## src/rtl/core/svpwm_pkg.sv

```systemverilog
package svpwm_pkg;

    localparam int unsigned InW   = 13;
    localparam int unsigned OutW  = 15;
    localparam int unsigned PerW  = 12;
    localparam int unsigned QW    = 16;   // quotient bits of the rescale divider
    localparam int unsigned RemW  = 30;   // partial remainder width
    localparam logic [PerW-1:0] PeriodReset = 12'd1000;

    typedef enum logic [2:0] {
        SEC_ZERO = 3'd0, SEC_ONE = 3'd1, SEC_TWO = 3'd2, SEC_THREE = 3'd3,
        SEC_FOUR = 3'd4, SEC_FIVE = 3'd5, SEC_SIX = 3'd6, SEC_SEVEN = 3'd7
    } t_sector;

    // Data carried by each cell of the divider chain.
    typedef struct packed {
        t_sector             code;
        logic [PerW-1:0]     per;
        logic signed [17:0]  t1;
        logic signed [17:0]  t2;
        logic                ovm;
        logic                neg1;
        logic                neg2;
        logic [RemW-1:0]     num1;
        logic [RemW-1:0]     num2;
        logic [RemW-1:0]     rem1;
        logic [RemW-1:0]     rem2;
        logic [17:0]         den;
        logic [QW-1:0]       q1;
        logic [QW-1:0]       q2;
    } t_div_bus;

endpackage

```

## src/rtl/core/svpwm_prod.sv

```systemverilog
module svpwm_prod (
    input  logic                 i_clk,
    input  logic                 i_en,
    input  svpwm_pkg::t_div_bus  i_bus,
    output svpwm_pkg::t_div_bus  o_bus
);
    // Numerators |T*P| for the chain; register after the multiply.
    logic [17:0] m1, m2;
    svpwm_pkg::t_div_bus n_bus, r_bus;

    always_comb begin
        m1 = i_bus.t1[17] ? 18'(-i_bus.t1) : 18'(i_bus.t1);
        m2 = i_bus.t2[17] ? 18'(-i_bus.t2) : 18'(i_bus.t2);
        n_bus      = i_bus;
        n_bus.neg1 = i_bus.t1[17];
        n_bus.neg2 = i_bus.t2[17];
        n_bus.num1 = svpwm_pkg::RemW'(m1) * svpwm_pkg::RemW'(i_bus.per);
        n_bus.num2 = svpwm_pkg::RemW'(m2) * svpwm_pkg::RemW'(i_bus.per);
        n_bus.rem1 = '0;
        n_bus.rem2 = '0;
    end

    always_ff @(posedge i_clk) begin
        if (i_en) begin
            r_bus <= n_bus;
        end
    end

    assign o_bus = r_bus;
endmodule

```

## config.mk

```make
export PLATFORM = sky130hd
export DESIGN_NAME = svpwm_prod
export DESIGN_NICKNAME = d
export VERILOG_FILES = /design/src/rtl/core/svpwm_pkg.sv /design/src/rtl/core/svpwm_prod.sv
export SDC_FILE = /design/constraint.sdc
export NUM_CORES = 1
export LEC_CHECK = 0
export ABC_CLOCK_PERIOD_IN_PS = 20300
export BUFFER_PORTS_ARGS = -buffer_cell sky130_fd_sc_hd__buf_2
export CAP_MARGIN = 20
export CORE_UTILIZATION = 25
export CTS_BUF_LIST = sky130_fd_sc_hd__clkbuf_4 sky130_fd_sc_hd__clkbuf_8
export CTS_CLUSTER_DIAMETER = 120
export DETAILED_ROUTE_END_ITERATION = 10
export GPL_ROUTABILITY_DRIVEN = 0
export GPL_TIMING_DRIVEN = 0
export PLACE_DENSITY_LB_ADDON = 0.3
export SLEW_MARGIN = 20
export SYNTH_ARGS = -nofsm -noshare
export SYNTH_HDL_FRONTEND = slang
export SYNTH_SLANG_ARGS = --single-unit
```

## constraint.sdc

```tcl
create_clock -name i_clk -period 20.3 [get_ports i_clk]
set_clock_uncertainty 0.1 [all_clocks]
set_input_delay 1.015 -clock i_clk [delete_from_list [all_inputs] [get_ports i_clk]]
set_output_delay 1.015 -clock i_clk [all_outputs]
set_load 0.05 [all_outputs]
```

==> run summary <==
The worst hold path stage count works out to 1. The tools report the global-route usage over all layers as 0.138. Most common cell type on the critical path: fa_1. At the worst endpoint, the arrival time is 8630 ps. The sequential fraction of the synthesis area is 0.247, and the synthesized area per cell is 10.0 µm².

The netlist area before placement was 19,700 µm²; the remaining design rule violation count was 0. The tools report the maximum buffer depth of the clock tree as 2. In this run the worst setup path begins at i_bus[173]. The tools report the post-route setup TNS as 0 ps.

The overall via count from detail_route is 14,203, and the TritonCTS buffer count is 17. The first detailed-routing pass took 5 iterations. For this design, the sink count on the clock tree is 162.

The total overflow left after global routing is 0. The via count of the first global-routing pass was 13,907. The routed design has 53,200 µm of wire. The delay of the slowest critical-path stage works out to 800 ps. The maximum vdd drop is 188 µV. The synthesis-stage register bit count is 162. The die area is 79,800 µm².

The tools report the amount of wire on met3 after detailed routing as 3320 µm. The run gives 0 as the number of max-slew violations in the final report. Leaving out fill and tap cells, the most frequent cells in the layout are inv_1, nand2_1, fa_1, buf_2, edfxtp_1. The net switching component of the power is 2.34 mW, and the worst relative slew slack is 0.361. Synthesis produced a netlist whose cell count is 1,963. TritonCTS built the clock tree. The largest individual stage delay along the critical path comes from the cell a211oi_1. The transition time at the pin with the least slew margin is 953 ps. The buffering stage count on the worst path with inverters included was 7; the pin count of the biggest net entering global routing was 73.

Summed over all cells, the static leakage comes to 11.1 nW. In this run, distinct cell masters in the synthesized netlist total 59. The async set-or-reset flop fraction in the synthesized netlist came out at 0. The detailed router put a total of 25,500 µm of wire on met1. For the combinational cell fraction of total power, the log shows 0.796. The start point of the worst hold path was i_bus[19]. The number of max-cap violations is 0, and the fraction of power consumed by sequential logic is 0.143. Dividing total power by cell area gives a power density of 190 nW/µm². For the number of buffers added for setup after CTS, the log shows 0. The class of the tightest hold or removal check is input pin to flop. At the worst endpoint, the required time is 20,510 ps.

The top-level port count was 450; the number of gates on the worst path with buffers counted was 25. In the synthesized netlist the dominant register cell turns out to be edfxtp_1. The first global-routing pass estimated 81,600 µm of wire. Leaving out fill and tap cells, the most frequent cell in the layout is inv_1.

The largest delay contributor family on the critical path is adder cells. In this run the core area contains 102 standard-cell rows. The width of the die is 283 µm. Of all nets on the critical path, the largest fanout is 10. Number of hold-slack violations in the final timing report: 0.

The yosys synthesis warning count was 0; the y dimension of the die was 283 µm. Gates resized during post-CTS repair numbered 0. The flip-flop count of the largest register after layout was 162; the detailed placement HPWL was 44,000 µm.

Root buffer cell: clkbuf_8. The area growth from synthesis to layout is 17.1%. Hold repair after CTS inserted 0 buffers. The detail route stage leaves a number of antenna-violating nets equal to 0. The post-route clock period utilization is 0.415. Kind of critical path: input pin to flop. The net count of the finished layout is 2,994. The worst path needs 8420 ps of the cycle, external delays included. The number of instances in the placed design is 3,331. The worst setup path is launched from an input pin. The count of H-tree levels built during CTS came out at 4. The number of failing setup endpoints in the final timing report was 0. For this run, the top clock speed supported by timing is 119 MHz. The first routing iteration left 738 violations. The internal portion of the total power is 2.02 mW. The core region is 77,700 µm². The per-cell via count in the routed design works out to 4.21. The run finished with clean final reports. The number of port buffers is 267, and the post-route non-filler standard cell count is 3,371. Setup repair after global routing left no endpoint under its margin. The wire length on met2 was 23,900 µm. The number of synthesized flops with an enable pin works out to 162. The clock-pin slew on the worst setup and hold paths is 130 ps.

The kind of capture point of the worst setup path is a flop. The tools report the effective utilization at floorplan as 0.253. The clock share of power was 0.061. The proportion of layout cells with a drive suffix above 1 was 0.163.

Routed signal wires occupy layers up through met5. Dividing the detail-routed wire length by the instance count gives 15.8 µm. The number of antenna violations at the first check in global routing is 5, and the switching portion of total power is 0.537.
final cells by class:
class	instances	area, µm²
Clock inverter	15	189
Multi-Input combinational cell	1324	12800
Sequential cell	162	4860
Inverter	383	1440
Buffer	153	822
Timing Repair Buffer	269	1400
Antenna cell	8	20.0
Clock buffer	17	234
Tap cell	1040	1300
Fill cell	8221	54700
final timing paths:
kind | end | slack, ps
max | o_bus[138]$_DFFE_PP_ | 11880
min | o_bus[19]$_DFFE_PP_ | 500
through the flow:
step                      setup WS [ps]  power [mW]  hold WS (ps)  utilization  area (µm²)
after global routing              11450        4.89           442        0.296       23000
after floorplan                   12830        3.34          1010            -       19900
final                             11880        4.37           499        0.296       23000
after CTS                         12060        4.43           412        0.296       23000
after detailed placement          11400        4.13          1090        0.291       22600
after global placement            11460        4.15          1090        0.290       22500
power groups by stage:
stage	Clock, mW	Sequential, mW	Combinational, mW
global placement	0	0.639	3.51
finish	0.267	0.627	3.48
floorplan	0	0.891	2.45
detailed placement	0	0.638	3.49
global route	0.293	0.635	3.96
CTS	0.287	0.630	3.51
routing by layer:
layer  global-route usage  up-vias
li1                     -     6620
met2                0.213      378
met4               0.0313        4
met3               0.0268       25
met5                    0        -
met1                0.197     7176
cells in the mapped netlist, types with 3 or more instances:
master / count / area, µm²
a211o_1: 3 / 26.3
a211oi_1: 6 / 45.0
a21o_1: 18 / 135
a21oi_1: 42 / 210
a221oi_1: 3 / 26.3
a31oi_1: 7 / 43.8
and2_1: 148 / 926
and2_4: 3 / 26.3
and3_1: 5 / 31.3
buf_1: 6 / 22.5
buf_4: 62 / 465
clkbuf_1: 83 / 312
edfxtp_1: 162 / 4860
fa_1: 320 / 6410
ha_1: 138 / 1730
inv_1: 383 / 1440
nand2_1: 326 / 1220
nand2b_1: 7 / 43.8
nand3_1: 4 / 20.0
nand4_1: 7 / 43.8
nor2_1: 35 / 131
nor2b_1: 7 / 43.8
nor3_1: 8 / 40.0
o211ai_1: 7 / 52.6
o21a_1: 6 / 45.0
o21ai_0: 28 / 140
o21bai_1: 7 / 52.6
o31ai_1: 12 / 90.1
o41ai_1: 3 / 26.3
or2_2: 3 / 18.8
or3_1: 4 / 25.0
xnor2_1: 61 / 534
xor2_1: 18 / 158
logic make-up after synthesis:
| group | synth area share |
|---|---|
| flops | 0.247 |
| other cells | 0.000191 |
| compound gates | 0.0517 |
| xor+xnor | 0.0352 |
| simple gates | 0.137 |
| buf+inv | 0.115 |
| fa+ha+maj | 0.413 |
| mux | 0.000509 |
No activity file was read; power rests on OpenSTA's default activity.
