$ cat config.mk
export PLATFORM = sky130hd
export DESIGN_NAME = svpwm_front
export DESIGN_NICKNAME = d
export VERILOG_FILES = /design/src/rtl/core/svpwm_pkg.sv /design/src/rtl/core/svpwm_front.sv
export SDC_FILE = /design/constraint.sdc
export NUM_CORES = 2
export LEC_CHECK = 0
export ABC_AREA = 0
export BUFFER_PORTS_ARGS = -buffer_cell sky130_fd_sc_hd__buf_2
export CORE_ASPECT_RATIO = 0.75
export CORE_MARGIN = 1.5
export CORE_UTILIZATION = 35
export CTS_CLUSTER_DIAMETER = 40
export CTS_CLUSTER_SIZE = 25
export DETAILED_ROUTE_END_ITERATION = 10
export PLACE_DENSITY = 0.61
export SLEW_MARGIN = 20
export SYNTH_ARGS = -nofsm -noshare
export SYNTH_HDL_FRONTEND = slang
export SYNTH_SLANG_ARGS = --single-unit
export TNS_END_PERCENT = 10
$ cat constraint.sdc
create_clock -name i_clk -period 28.8 [get_ports i_clk]
set_clock_uncertainty 0.05 [all_clocks]
set_input_delay 1.44 -clock i_clk [delete_from_list [all_inputs] [get_ports i_clk]]
set_output_delay 1.44 -clock i_clk [all_outputs]
set_load 0.05 [all_outputs]
$ cat src/rtl/core/svpwm_pkg.sv
package svpwm_pkg;

    localparam int unsigned InW   = 13;
    localparam int unsigned OutW  = 15;
    localparam int unsigned PerW  = 12;
    localparam int unsigned QW    = 16;   // quotient bits of the rescale divider
    localparam int unsigned RemW  = 30;   // partial remainder width
    localparam logic [PerW-1:0] PeriodReset = 12'd1000;

    typedef enum logic [2:0] {
        SEC_ZERO = 3'd0, SEC_ONE = 3'd1, SEC_TWO = 3'd2, SEC_THREE = 3'd3,
        SEC_FOUR = 3'd4, SEC_FIVE = 3'd5, SEC_SIX = 3'd6, SEC_SEVEN = 3'd7
    } t_sector;

    // Data carried by each cell of the divider chain.
    typedef struct packed {
        t_sector             code;
        logic [PerW-1:0]     per;
        logic signed [17:0]  t1;
        logic signed [17:0]  t2;
        logic                ovm;
        logic                neg1;
        logic                neg2;
        logic [RemW-1:0]     num1;
        logic [RemW-1:0]     num2;
        logic [RemW-1:0]     rem1;
        logic [RemW-1:0]     rem2;
        logic [17:0]         den;
        logic [QW-1:0]       q1;
        logic [QW-1:0]       q2;
    } t_div_bus;

endpackage

$ cat src/rtl/core/svpwm_front.sv
module svpwm_front (
    input  logic                                i_clk,
    input  logic                                i_en,
    input  logic signed [svpwm_pkg::InW-1:0]    i_alpha,
    input  logic signed [svpwm_pkg::InW-1:0]    i_beta,
    input  logic [svpwm_pkg::PerW-1:0]          i_per,
    output svpwm_pkg::t_div_bus                 o_bus
);
    // Products are registered before the truncating divides and sector test.
    logic signed [22:0] r_ka, r_kb;
    logic signed [14:0] r_a3;
    logic signed [12:0] r_be;
    logic [svpwm_pkg::PerW-1:0] r_per;

    always_ff @(posedge i_clk) begin
        if (i_en) begin
            r_ka  <= 23'(i_alpha) * 23'sd173;
            r_kb  <= 23'(i_beta) * 23'sd173;
            r_a3  <= 15'(i_alpha) * 15'sd3;
            r_be  <= i_beta;
            r_per <= i_per;
        end
    end

    // Exact floor of n / 25 for n below 2^18 by a reciprocal multiply.
    function automatic logic [17:0] div25(input logic [17:0] n);
        logic [36:0] prod;
        prod = 37'(n) * 37'd335545;
        return {4'd0, prod[36:23]};
    endfunction

    // Divide the products by 200 and 100 on magnitudes, truncating toward zero.
    logic [22:0] ka_mag, kb_mag;
    logic [17:0] ka_q, kb1_q, kb2_q;
    logic signed [18:0] n_ka200, n_kb100, n_kb200;
    logic signed [14:0] n_a32;

    always_comb begin
        ka_mag  = r_ka[22] ? 23'(-r_ka) : 23'(r_ka);
        kb_mag  = r_kb[22] ? 23'(-r_kb) : 23'(r_kb);
        ka_q    = div25(ka_mag[20:3]);
        kb1_q   = div25(kb_mag[19:2]);
        kb2_q   = div25(kb_mag[20:3]);
        n_ka200 = r_ka[22] ? -$signed({1'b0, ka_q}) : $signed({1'b0, ka_q});
        n_kb100 = r_kb[22] ? -$signed({1'b0, kb1_q}) : $signed({1'b0, kb1_q});
        n_kb200 = r_kb[22] ? -$signed({1'b0, kb2_q}) : $signed({1'b0, kb2_q});
        n_a32   = r_a3 / 15'sd2;
    end

    // Quotients are registered before the sector test.
    logic signed [18:0] r_ka200, r_kb100, r_kb200;
    logic signed [14:0] r_a32;
    logic signed [12:0] r_be2;
    logic [svpwm_pkg::PerW-1:0] r_per2;

    always_ff @(posedge i_clk) begin
        if (i_en) begin
            r_ka200 <= n_ka200;
            r_kb100 <= n_kb100;
            r_kb200 <= n_kb200;
            r_a32   <= n_a32;
            r_be2   <= r_be;
            r_per2  <= r_per;
        end
    end

    logic signed [22:0] ka200, kam200, kb100, kb200, a32, am32, bh;
    logic signed [22:0] u2, u3, x, y, z, t1, t2, sum;
    logic [2:0] code;
    logic signed [23:0] per_s;

    always_comb begin
        ka200  = 23'(r_ka200);
        kam200 = -ka200;
        kb100  = 23'(r_kb100);
        kb200  = 23'(r_kb200);
        a32    = 23'(r_a32);
        am32   = -a32;
        bh     = 23'(r_be2) / 23'sd2;
        u2 = ka200 - bh;
        u3 = kam200 - bh;
        code = {u3 > 0, u2 > 0, r_be2 > 13'sd0};
        x = kb100;
        y = a32 + kb200;
        z = am32 + kb200;
        case (svpwm_pkg::t_sector'(code))
            svpwm_pkg::SEC_ONE:   begin t1 = z;  t2 = y;  end
            svpwm_pkg::SEC_TWO:   begin t1 = y;  t2 = -x; end
            svpwm_pkg::SEC_THREE: begin t1 = -z; t2 = x;  end
            svpwm_pkg::SEC_FOUR:  begin t1 = -x; t2 = z;  end
            svpwm_pkg::SEC_FIVE:  begin t1 = x;  t2 = -y; end
            default:              begin t1 = -y; t2 = -z; end
        endcase
        sum = t1 + t2;
        per_s = {12'd0, r_per2};
        o_bus = '0;
        o_bus.code = svpwm_pkg::t_sector'(code);
        o_bus.per  = r_per2;
        o_bus.t1   = 18'(t1);
        o_bus.t2   = 18'(t2);
        o_bus.ovm  = 24'(sum) > per_s;
        o_bus.den  = 18'(sum);
    end
endmodule

==> impl_results.md <==
* Gr ovfl total at 0
* # DRC at 0
* Syn-to-layout area delta at 6.004%
* Syn Area/Cell at 9.120 µm²
* Global-route wire length before repair at 166.6 mm
* Cell count after synthesis at 4369
* Drt via density at 5.052
* FF+latch area at 5345 µm²
* Max cap viols at 0
* Relative slew slack at 0.2697
* Period minus WS final at 14280 ps
* Initial DRC Count at 2579
* Routed WL per cell at 17.41 µm
* CTS Hold Bufs at 0
* Total number of vias at 30090
* CTS Buf Count at 17
* Mapped cell area at 39850 µm²
* # IOs at 264
* Hold Vio Cnt, Final at 0
* Post-synthesis sequential area ratio at 0.1341
* Routed Antenna Nets at 0
* Drt first pass iters at 8
* Status: complete, no violations
* DRT Wirelength at 103.7 mm
* CP most frequent cell: a21oi_1
* CTS tree: yes
* Worst path required time at 27310 ps
* Yosys Warn Count at 0
* Worst Tran Pin Value at 1081 ps
* Slowest stage delay, CP at 920 ps
* Multi-input logic area at 30460 µm²
* Fin nets at 5581
* FFs w/ async S/R, synth at 0
* H-tree levels at 4
* Crit. End Element: output port
* Clock transition at the registers of the reported paths at 80 ps
* Post-DP HPWL at 88.00 mm
* Worst hold slack at 364.8 ps
* Core area at 112200 µm²
* RSZ-0062 raised after global routing: no
* Initial core utilization at 0.3551
* Ys flop type: edfxtp_1
* Number of global-route vias before repair at 29340
* Setup violators final at 0
* Fill cell count at 11400
* Number of synthesized register bits at 178
* Die Y at 295.2 µm
* Die X-Extent at 392.6 µm
* Layout cell share with drive strength beyond 1 at 0.05383
* Initial antenna violation count at 15
* Floorplan row count at 106
* Highest fanout seen on the critical path at 62
* Setup CP Type: register to output port
* Slew Limit Fails at 0
* Slowest cell on crit path: a2111oi_0
* Total die area at 115900 µm²
* Max Fclk at 70.02 MHz
* Critical Path AT at 12790 ps
* Worst hold path class: register to register
* Gpl congestion at 0.9247
* CTS root buf: clkbuf_16
* Global Route Usage Sum at 0.1826
* Clk_lat worst skew at 520 ps
* PostCTS Resize Cnt at 0
* Setup crit start kind: register
* PortBufs at 109
* Post-synth EDFFs at 178
* Final period utilization at 0.4959
* Pin count of the biggest net entering global routing at 76
* Yosys cell types at 101
* Clock Sinks at 178
* Maximum clock path buffer count at 2
* Total negative slack at 0 ps
* Post-CTS setup-driven buffer insertion count at 0
layout make-up:
type	count	share of cell area
Antenna cell	4	0.0002370
Clock buffer	17	0.01007
Clock inverter	15	0.004917
Inverter	818	0.07275
Multi-Input combinational cell	3267	0.7212
Sequential cell	178	0.1265
Tap cell	1512	0.04479
Timing Repair Buffer	145	0.01952
worst paths after layout:
kind	from	end	slack, ps	cells after the start
hold / removal	r_be[10]	r_be2[10]	360	0
setup / recovery	r_be2[12]	o_bus[172]	14520	37
setup reg to reg	r_kb[0]	r_kb200[11]	16910	34
hold reg to reg	r_be[10]	r_be2[10]	360	0
metrics by stage:
stage	util	cells	worst slack, ps	cell area, µm²
3_5_place_dp	0.3707	5920	15200	41590
2_1_floorplan	-	4522	16330	40420
3_3_place_gp	0.3707	5920	15350	41590
5_1_grt	0.3765	5956	13700	42240
6_report	0.3765	5956	14520	42240
4_1_cts	0.3764	5952	14550	42230
cells in the mapped netlist (19+ instances only):
library cell | count | area (µm²)
a211oi_1 | 22 | 165.2
a21boi_0 | 26 | 195.2
a21o_1 | 50 | 375.4
a21oi_1 | 207 | 1036
a31oi_1 | 34 | 212.7
and2_1 | 30 | 187.7
and3_1 | 28 | 175.2
buf_4 | 157 | 1179
clkbuf_1 | 82 | 307.8
edfxtp_1 | 178 | 5345
fa_1 | 433 | 8668
ha_1 | 681 | 8521
inv_1 | 815 | 3059
mux2i_1 | 22 | 220.2
nand2_1 | 209 | 784.5
nand2b_1 | 38 | 237.7
nand3_1 | 65 | 325.3
nand4_1 | 32 | 200.2
nor2_1 | 228 | 855.8
nor2b_1 | 31 | 193.9
nor3_1 | 49 | 245.2
nor4_1 | 27 | 168.9
o211ai_1 | 19 | 142.6
o21a_1 | 28 | 210.2
o21ai_0 | 159 | 795.8
o21bai_1 | 31 | 232.7
o22ai_1 | 25 | 156.4
o31ai_1 | 24 | 180.2
or2_2 | 27 | 168.9
or3_1 | 37 | 231.5
xnor2_1 | 204 | 1787
xor2_1 | 76 | 665.6
cells by family (layout without fill, tap and decap cells):
group	Yosys count	count (layout)	share of synthesized area
compound gates	807	807	0.1341
xor+xnor	285	285	0.06453
fa+ha+maj	1120	1120	0.4329
buf+inv	1077	995	0.1167
flops	178	178	0.1341
mux	28	28	0.007504
other cells	1	158	0.00009411
simple gates	873	873	0.1100
layout by cell type (no fill, tap or decap), drive strengths merged, types with 77 or more instances in the layout:
cell type  instances
a21oi            207
buf              144
conb             154
edfxtp           178
fa               433
ha               681
inv              825
nand2            209
nor2             229
o21ai            165
xnor2            204
xor2              77
registers in the layout, indices dropped and copies added (netlist names):
register,cells
r_kb200,19
r_be2,13
r_a32,15
r_ka,22
r_per2,12
r_ka200,19
r_be,11
r_kb100,19
r_per,12
r_kb,22
r_a3,14
critical path: cells and delay by family (launching register included):
family	cells	cell delay [ps]
adder cells (fa/ha/maj)	3	1130
AO/OA/AOI/OAI	17	4280
buffers and inverters	4	1520
AND/OR/NAND/NOR	8	3410
multiplexers	2	330
XOR/XNOR	3	970
flip-flops	1	590
metal layers:
layer,global-route usage,vias to the layer above,part of all wire
met5,0,-,0.0011
met4,0.02533,18,0.0092
met3,0.03941,73,0.070
met2,0.2492,811,0.39
met1,0.2929,14600,0.53
li1,-,14590,-
Power is left out: the tool's default activity adds up to more than one toggle a clock period on the data nets, which glitch-free logic cannot reach.
