[src/rtl/core/svpwm_pkg.sv]
package svpwm_pkg;

    localparam int unsigned InW   = 13;
    localparam int unsigned OutW  = 15;
    localparam int unsigned PerW  = 12;
    localparam int unsigned QW    = 16;   // quotient bits of the rescale divider
    localparam int unsigned RemW  = 30;   // partial remainder width
    localparam logic [PerW-1:0] PeriodReset = 12'd1000;

    typedef enum logic [2:0] {
        SEC_ZERO = 3'd0, SEC_ONE = 3'd1, SEC_TWO = 3'd2, SEC_THREE = 3'd3,
        SEC_FOUR = 3'd4, SEC_FIVE = 3'd5, SEC_SIX = 3'd6, SEC_SEVEN = 3'd7
    } t_sector;

    // Data carried by each cell of the divider chain.
    typedef struct packed {
        t_sector             code;
        logic [PerW-1:0]     per;
        logic signed [17:0]  t1;
        logic signed [17:0]  t2;
        logic                ovm;
        logic                neg1;
        logic                neg2;
        logic [RemW-1:0]     num1;
        logic [RemW-1:0]     num2;
        logic [RemW-1:0]     rem1;
        logic [RemW-1:0]     rem2;
        logic [17:0]         den;
        logic [QW-1:0]       q1;
        logic [QW-1:0]       q2;
    } t_div_bus;

endpackage

[src/rtl/core/svpwm_div_cell.sv]
module svpwm_div_cell (
    input  logic                 i_clk,
    input  logic                 i_en,
    input  svpwm_pkg::t_div_bus  i_bus,
    output svpwm_pkg::t_div_bus  o_bus
);
    // One restoring step for both quotients: shift in the top numerator bit.
    logic [svpwm_pkg::RemW-1:0] s1, s2, d;
    logic g1, g2;
    svpwm_pkg::t_div_bus n_bus, r_bus;

    always_comb begin
        d  = svpwm_pkg::RemW'(i_bus.den);
        s1 = {i_bus.rem1[svpwm_pkg::RemW-2:0], i_bus.num1[svpwm_pkg::RemW-1]};
        s2 = {i_bus.rem2[svpwm_pkg::RemW-2:0], i_bus.num2[svpwm_pkg::RemW-1]};
        g1 = s1 >= d;
        g2 = s2 >= d;
        n_bus      = i_bus;
        n_bus.num1 = {i_bus.num1[svpwm_pkg::RemW-2:0], 1'b0};
        n_bus.num2 = {i_bus.num2[svpwm_pkg::RemW-2:0], 1'b0};
        n_bus.rem1 = g1 ? s1 - d : s1;
        n_bus.rem2 = g2 ? s2 - d : s2;
        n_bus.q1   = {i_bus.q1[svpwm_pkg::QW-2:0], g1};
        n_bus.q2   = {i_bus.q2[svpwm_pkg::QW-2:0], g2};
    end

    always_ff @(posedge i_clk) begin
        if (i_en) begin
            r_bus <= n_bus;
        end
    end

    assign o_bus = r_bus;
endmodule

[config.mk]
export PLATFORM = sky130hd
export DESIGN_NAME = svpwm_div_cell
export DESIGN_NICKNAME = d
export VERILOG_FILES = /design/src/rtl/core/svpwm_pkg.sv /design/src/rtl/core/svpwm_div_cell.sv
export SDC_FILE = /design/constraint.sdc
export NUM_CORES = 1
export LEC_CHECK = 0
export BUFFER_PORTS_ARGS = -buffer_cell sky130_fd_sc_hd__buf_2
export CORE_AREA = 2 2 173 175
export CTS_CLUSTER_DIAMETER = 30
export CTS_CLUSTER_SIZE = 8
export DETAILED_ROUTE_END_ITERATION = 8
export DIE_AREA = 0 0 175 177
export PLACE_DENSITY = 0.6
export REMOVE_ABC_BUFFERS = 1
export SYNTH_ARGS = -nofsm -noshare
export SYNTH_HDL_FRONTEND = slang
export SYNTH_SLANG_ARGS = --single-unit
[constraint.sdc]
create_clock -name i_clk -period 4.4 [get_ports i_clk]
set_input_delay 0.66 -clock i_clk [delete_from_list [all_inputs] [get_ports i_clk]]
set_output_delay 0.66 -clock i_clk [all_outputs]
set_load 0.03 [all_outputs]
==> flow_summary_export.csv, run 1 <==
group,metric,value,unit
clock_tree,cts_tree,"built",
layout,drive_above_1_share,45.0,%
sta,worstMarginPinSlew,897,ps
placement,dp_hpwl,25000,um
routing,ant_nets,0,
setup_path,crit_slowest_cell,"a2111oi_2",
sta,relSlewSlack,40.2,%
power_and_ir_drop,peakVddDrop,0.333,mV
yosys,synthAdderAreaFrac,5.07,%
floorplan,fp-row-count,63,
power_and_ir_drop,powerDensity,541,mW/mm2
setup_path,cp.required,4690,ps
layout,final_cell_mix,"buf_2 (442), edfxtp_1 (222), clkbuf_16 (53)",
placement,io_buffers,443,
power_and_ir_drop,p_sw_share,27.0,%
yosys,synthSimpleGateAreaFrac,9.16,%
setup_path,crit_path_end_kind,"flop",
yosys,synth_top_family_by_area,"compound AO/OA/AOI/OAI gates",
layout,fin_nets,1436,
setup_path,path_max_fanout,33,
sta,fin_crit_sh,73.1,%
clock_tree,cts-root-buf,"clkbuf_16",
yosys,ys_warn_count,0,
setup_path,worstPathCellList,"buf_2 > ha_1 > fa_1 > nand2b_1 > a2111oi_2 > o311a_1 > nand4_1 > nor2b_1 > inv_2 > nand4_1 > xnor2_1",
floorplan,die_y,177,um
floorplan,die_area,0.0310,mm2
placement,dp.cells,1507,
sta,finalSetupTns,0,ps
yosys,syn_area_per_cell,14.1,um2
layout,final_common_cell,"buf_2",
routing,via_count,7665,
sta,period_minus_slack,3220,ps
floorplan,die_w,175,um
power_and_ir_drop,pwr-share-comb,15.3,%
yosys,synth-edff-count,222,
floorplan,ios,450,
yosys,ys_ff_latch,222,
global_route,grt_max_degree,114,
setup_path,crit_top_cell,"nand4_1",
clock_tree,cts_setup_buffers,0,
power_and_ir_drop,leakagePower,0.00603,uW
routing,route.detailed.drc,0,
layout,largest_reg_flops,222,
power_and_ir_drop,power,7670,uW
setup_path,crit_arrival,3510,ps
min_path,hold_class,"primary input to flop",
sta,rsz0062_at_grt,"no",
yosys,synthMuxAreaShare,0.336,%
power_and_ir_drop,p_int,5600,uW
clock_tree,path_clk_slew,50,ps
routing,drt-total-wl,32000,um
setup_path,start_kind,"primary input",
global_route,grt_pass1_wl,46300,um
power_and_ir_drop,seqPwrFrac,34.1,%
yosys,synth_compound_area_share,9.71,%
global_route,grt_pass1_vias,7790,
flow_run,cap_violations,0,
routing,vias_per_cell,4.77,
yosys,synth_flop_cell,"edfxtp_1",
power_and_ir_drop,p_clk_share,50.5,%
clock_tree,post_cts_resized,0,
clock_tree,ctsHoldBuffers,0,
yosys,ys_seq_area_share,68.9,%
sta,setup_violations,0,
yosys,async_reset_ff_share,0,%
routing,wire_per_inst,19.9,um
setup_path,critical_path_class,"primary input to flop",
placement,place_congestion,0.874,
clock_tree,cts_buffers,53,
layout,stdcell_count,1608,
global_route,track_usage,19.8,%
clock_tree,clk_path_buf_depth,3,
floorplan,core,0.0292,mm2
global_route,grt_remaining_overflow,0,
routing,drtIter0Drc,552,
layout,syn2layout_area_growth,46.5,%
global_route,grt_antenna_before_repair,11,
run_status,outcome,"finished clean",
clock_tree,numClockSinks,222,
clock_tree,h-tree-depth,2,
yosys,syn_inst,686,
yosys,synth.distinct_cells,64,
power_and_ir_drop,p_switching,2070,uW
floorplan,start_util,33.1,%
sta,timing.final.ws_setup,1180,ps
placement,pre_cts_ws,659,ps
layout,final_util,48.5,%
yosys,netlist_area,0.00968,mm2
sta,report.final.slew_viol_count,0,
sta,max_freq,311,MHz
routing,drt_first_pass_iters,5,
sta,hold_viol_final,0,
setup_path,cpPeakStageDelay,510,ps
yosys,synth-xor-area-share,4.52,%
worst paths after layout:
| path | startpoint | to | slack, ps | cells after the start |
|---|---|---|---|---|
| worst min-delay path | i_bus[202] | o_bus[202] | 280 | 1 |
| worst max-delay path | i_bus[32] | o_bus[74] | 1180 | 11 |
layout make-up:
type / instances / area, um2
clock buffers: 63 / 1360
clock inverters: 34 / 438
multi-input cells: 413 / 2800
inverters: 30 / 113
flip-flops and latches: 222 / 6670
diodes: 4 / 10.0
well taps: 390 / 488
repair buffers: 452 / 2310
fillers: 2682 / 15100
synthesized netlist by cell type, types with 3 or more instances:
library cell / n / share of area [%]
buf_2: 9 / 0.47
and3_1: 3 / 0.19
or3_1: 3 / 0.19
a21o_1: 10 / 0.78
inv_1: 29 / 1.1
a21oi_1: 44 / 2.3
nand4_1: 14 / 0.90
nor4_1: 5 / 0.32
o211ai_1: 5 / 0.39
a211oi_1: 3 / 0.23
o21ai_0: 35 / 1.8
and2_1: 6 / 0.39
o21a_1: 9 / 0.70
xor2_1: 19 / 1.7
nand2b_1: 5 / 0.32
nand3_1: 12 / 0.62
a31oi_1: 4 / 0.26
clkbuf_1: 9 / 0.35
nand2_1: 52 / 2.0
nor3_1: 17 / 0.88
nor2_1: 39 / 1.5
edfxtp_1: 222 / 69
nor2b_1: 8 / 0.52
ha_1: 36 / 4.7
xnor2_1: 31 / 2.8
o31ai_1: 5 / 0.39
o21bai_1: 5 / 0.39
power groups by stage:
stage               Sequential [uW]  Clock [uW]  Combinational [uW]
floorplan                      3070           0                 299
global placement               2650           0                1170
detailed placement             2650           0                1180
CTS                            2620        3950                1190
global route                   2630        4050                1250
finish                         2620        3870                1170
cells by family (layout without fill, tap and decap cells):
| group | Yosys count | in the layout |
|---|---|---|
| buffers and inverters | 52 | 579 |
| multiplexers | 3 | 3 |
| adder cells (fa/ha/maj) | 38 | 38 |
| flip-flops | 222 | 222 |
| XOR/XNOR | 50 | 50 |
| other | 1 | 6 |
| AND/OR/NAND/NOR | 177 | 177 |
| AO/OA/AOI/OAI | 143 | 143 |
critical path, delay by kind of cell:
kind,cells,cell delay [ps]
adders and majority gates,2,640
xor gates and xnor gates,1,170
buffers and inverters,2,570
AOI/OAI and AO/OA,2,800
and+or+nand+nor,4,650
per-stage QoR:
| stage | hold slack (ps) | cell area [um2] |
|---|---|---|
| finish | 279 | 14200 |
| global route | 253 | 14200 |
| CTS | 251 | 14200 |
| detailed placement | 838 | 12400 |
| global placement | 837 | 12400 |
| floorplan | 759 | 9570 |
routing by layer:
| layer | vias to the layer above | wire [um] | global-route usage, % |
|---|---|---|---|
| li1 | 3598 | - | - |
| met1 | 3668 | 12500 | 23.4 |
| met2 | 316 | 15700 | 33.8 |
| met3 | 69 | 2670 | 6.19 |
| met4 | 14 | 998 | 7.43 |
| met5 | - | 103 | 0 |
Power figures use the tool's default switching activity.
==> run 2: changes to the inputs <==
--- a/config.mk
+++ b/config.mk
@@ -6,12 +6,12 @@
 export NUM_CORES = 1
 export LEC_CHECK = 0
 export BUFFER_PORTS_ARGS = -buffer_cell sky130_fd_sc_hd__buf_2
-export CORE_AREA = 2 2 173 175
+export CORE_AREA = 2 2 174 176
 export CTS_CLUSTER_DIAMETER = 30
 export CTS_CLUSTER_SIZE = 8
 export DETAILED_ROUTE_END_ITERATION = 8
-export DIE_AREA = 0 0 175 177
-export PLACE_DENSITY = 0.6
+export DIE_AREA = 0 0 176 178
+export PLACE_DENSITY = 0.62
 export REMOVE_ABC_BUFFERS = 1
 export SYNTH_ARGS = -nofsm -noshare
 export SYNTH_HDL_FRONTEND = slang
==> constraint.sdc (replaced) <==
create_clock -name i_clk -period 2.6 [get_ports i_clk]
set_input_delay 0.39 -clock i_clk [delete_from_list [all_inputs] [get_ports i_clk]]
set_output_delay 0.39 -clock i_clk [all_outputs]
set_load 0.03 [all_outputs]
==> flow_summary_export.csv, run 2 (synthesis gave the netlist of run 1 again) <==
group,metric,value,unit
floorplan,fp-row-count,63,
global_route,grt_pass1_wl,50100,um
layout,stdcell_count,1823,
global_route,grt_antenna_before_repair,11,
clock_tree,cts-root-buf,"clkbuf_16",
power_and_ir_drop,pwr-share-comb,17.7,%
setup_path,critical_path_class,"primary input to flop",
placement,dp.cells,1657,
floorplan,ios,450,
setup_path,cp.required,2880,ps
sta,rsz0062_at_grt,"no",
routing,wire_per_inst,19.4,um
placement,place_congestion,0.875,
power_and_ir_drop,seqPwrFrac,33.6,%
sta,timing.final.ws_setup,92.8,ps
setup_path,crit_path_end_kind,"flop",
routing,route.detailed.drc,0,
power_and_ir_drop,p_clk_share,48.6,%
placement,io_buffers,443,
layout,fin_nets,1654,
placement,pre_cts_ws,-671,ps
layout,syn2layout_area_growth,65.7,%
power_and_ir_drop,leakagePower,0.00702,uW
sta,fin_crit_sh,96.4,%
sta,period_minus_slack,2510,ps
global_route,grt_remaining_overflow,0,
clock_tree,numClockSinks,222,
sta,whs,18.2,ps
routing,drtIter0Drc,579,
setup_path,crit_arrival,2790,ps
flow_run,cap_violations,0,
sta,report.final.slew_viol_count,0,
sta,relSlewSlack,56.3,%
clock_tree,path_clk_slew,50,ps
power_and_ir_drop,powerDensity,822,mW/mm2
sta,hold_viol_final,0,
clock_tree,cts_buffers,52,
clock_tree,cts_tree,"built",
run_status,outcome,"finished clean",
power_and_ir_drop,p_switching,3630,uW
setup_path,path_max_fanout,6,
sta,setup_violations,0,
sta,worstMarginPinSlew,648,ps
layout,final_common_cell,"buf_2",
layout,final_cell_mix,"buf_2 (442), edfxtp_1 (222), buf_4 (155)",
layout,drive_above_1_share,49.3,%
placement,dp_hpwl,26500,um
routing,drt-total-wl,35300,um
global_route,grt_max_degree,64,
power_and_ir_drop,p_int,9560,uW
floorplan,start_util,32.9,%
setup_path,start_kind,"primary input",
routing,via_count,8471,
layout,fin_area,0.0160,mm2
layout,largest_reg_flops,222,
floorplan,core,0.0294,mm2
power_and_ir_drop,peakVddDrop,0.553,mV
clock_tree,h-tree-depth,2,
floorplan,die_y,178,um
clock_tree,clk_path_buf_depth,3,
floorplan,die_area,0.0313,mm2
routing,drt_first_pass_iters,5,
min_path,hold_class,"primary input to flop",
floorplan,die_w,176,um
routing,vias_per_cell,4.65,
layout,final_util,54.5,%
sta,max_freq,399,MHz
global_route,track_usage,21.4,%
routing,ant_nets,0,
global_route,grt_pass1_vias,8503,
placement,place_area,0.0135,mm2
power_and_ir_drop,p_sw_share,27.5,%
-- run 2: stage by stage --
stage                     TNS (ps)  total power (uW)
after floorplan             -17300              5690
after global placement      -21660              6720
after detailed placement    -26150              6730
after CTS                        0             13300
after global routing             0             13700
final                            0             13200
-- run 2: final timing paths --
path	cells after the start	from	slack, ps	end
worst max-delay path	11	i_bus[32]	90	o_bus[76]
worst min-delay path	1	i_bus[116]	20	o_bus[117]
-- run 2: per-layer routing --
layer  vias to the layer above  track usage, %  share of wire (%)
met3                        72            6.54                9.0
met5                         -               0               0.11
met2                       389            36.2                 49
met4                         6            8.82                3.5
li1                       4033               -                  -
met1                      3971            25.5                 39
-- run 2: area by class of cell --
class / instances / area [um2]
Antenna cell: 6 / 15.0
Clock buffer: 58 / 1320
Multi-Input combinational cell: 413 / 2840
Clock inverter: 33 / 417
Fill cell: 2496 / 13400
Timing Repair Buffer: 671 / 4170
Sequential cell: 222 / 6670
Tap cell: 390 / 488
Inverter: 30 / 115
-- run 2: worst max-delay path, cell delays in order --
cell,delay (ps)
buf_2,130
ha_1,230
fa_1,380
nand2b_1,220
a2111oi_4,360
buf_4,170
o311ai_0,220
o211ai_1,230
nand2_1,210
nand4_1,170
xnor2_1,80
-- run 2: power groups by stage --
stage	sequential (uW)	clock, uW	combinational, uW
2_1_floorplan	5190	0	506
3_3_place_gp	4490	0	2230
3_5_place_dp	4490	0	2250
4_1_cts	4440	6520	2330
5_1_grt	4460	6710	2490
6_report	4440	6420	2340
-- run 2: what timing repair did --
| item | CTS | global route |
|---|---|---|
| pin swaps | 0 | 2 |
| resized for setup | 1 | 8 |
| hold endpoints to repair | 63 | 5 |
| setup endpoints to repair | 18 | 30 |
| hold buffers | 63 | 5 |
| gates cloned | 0 | 0 |
| setup buffers | 0 | 1 |
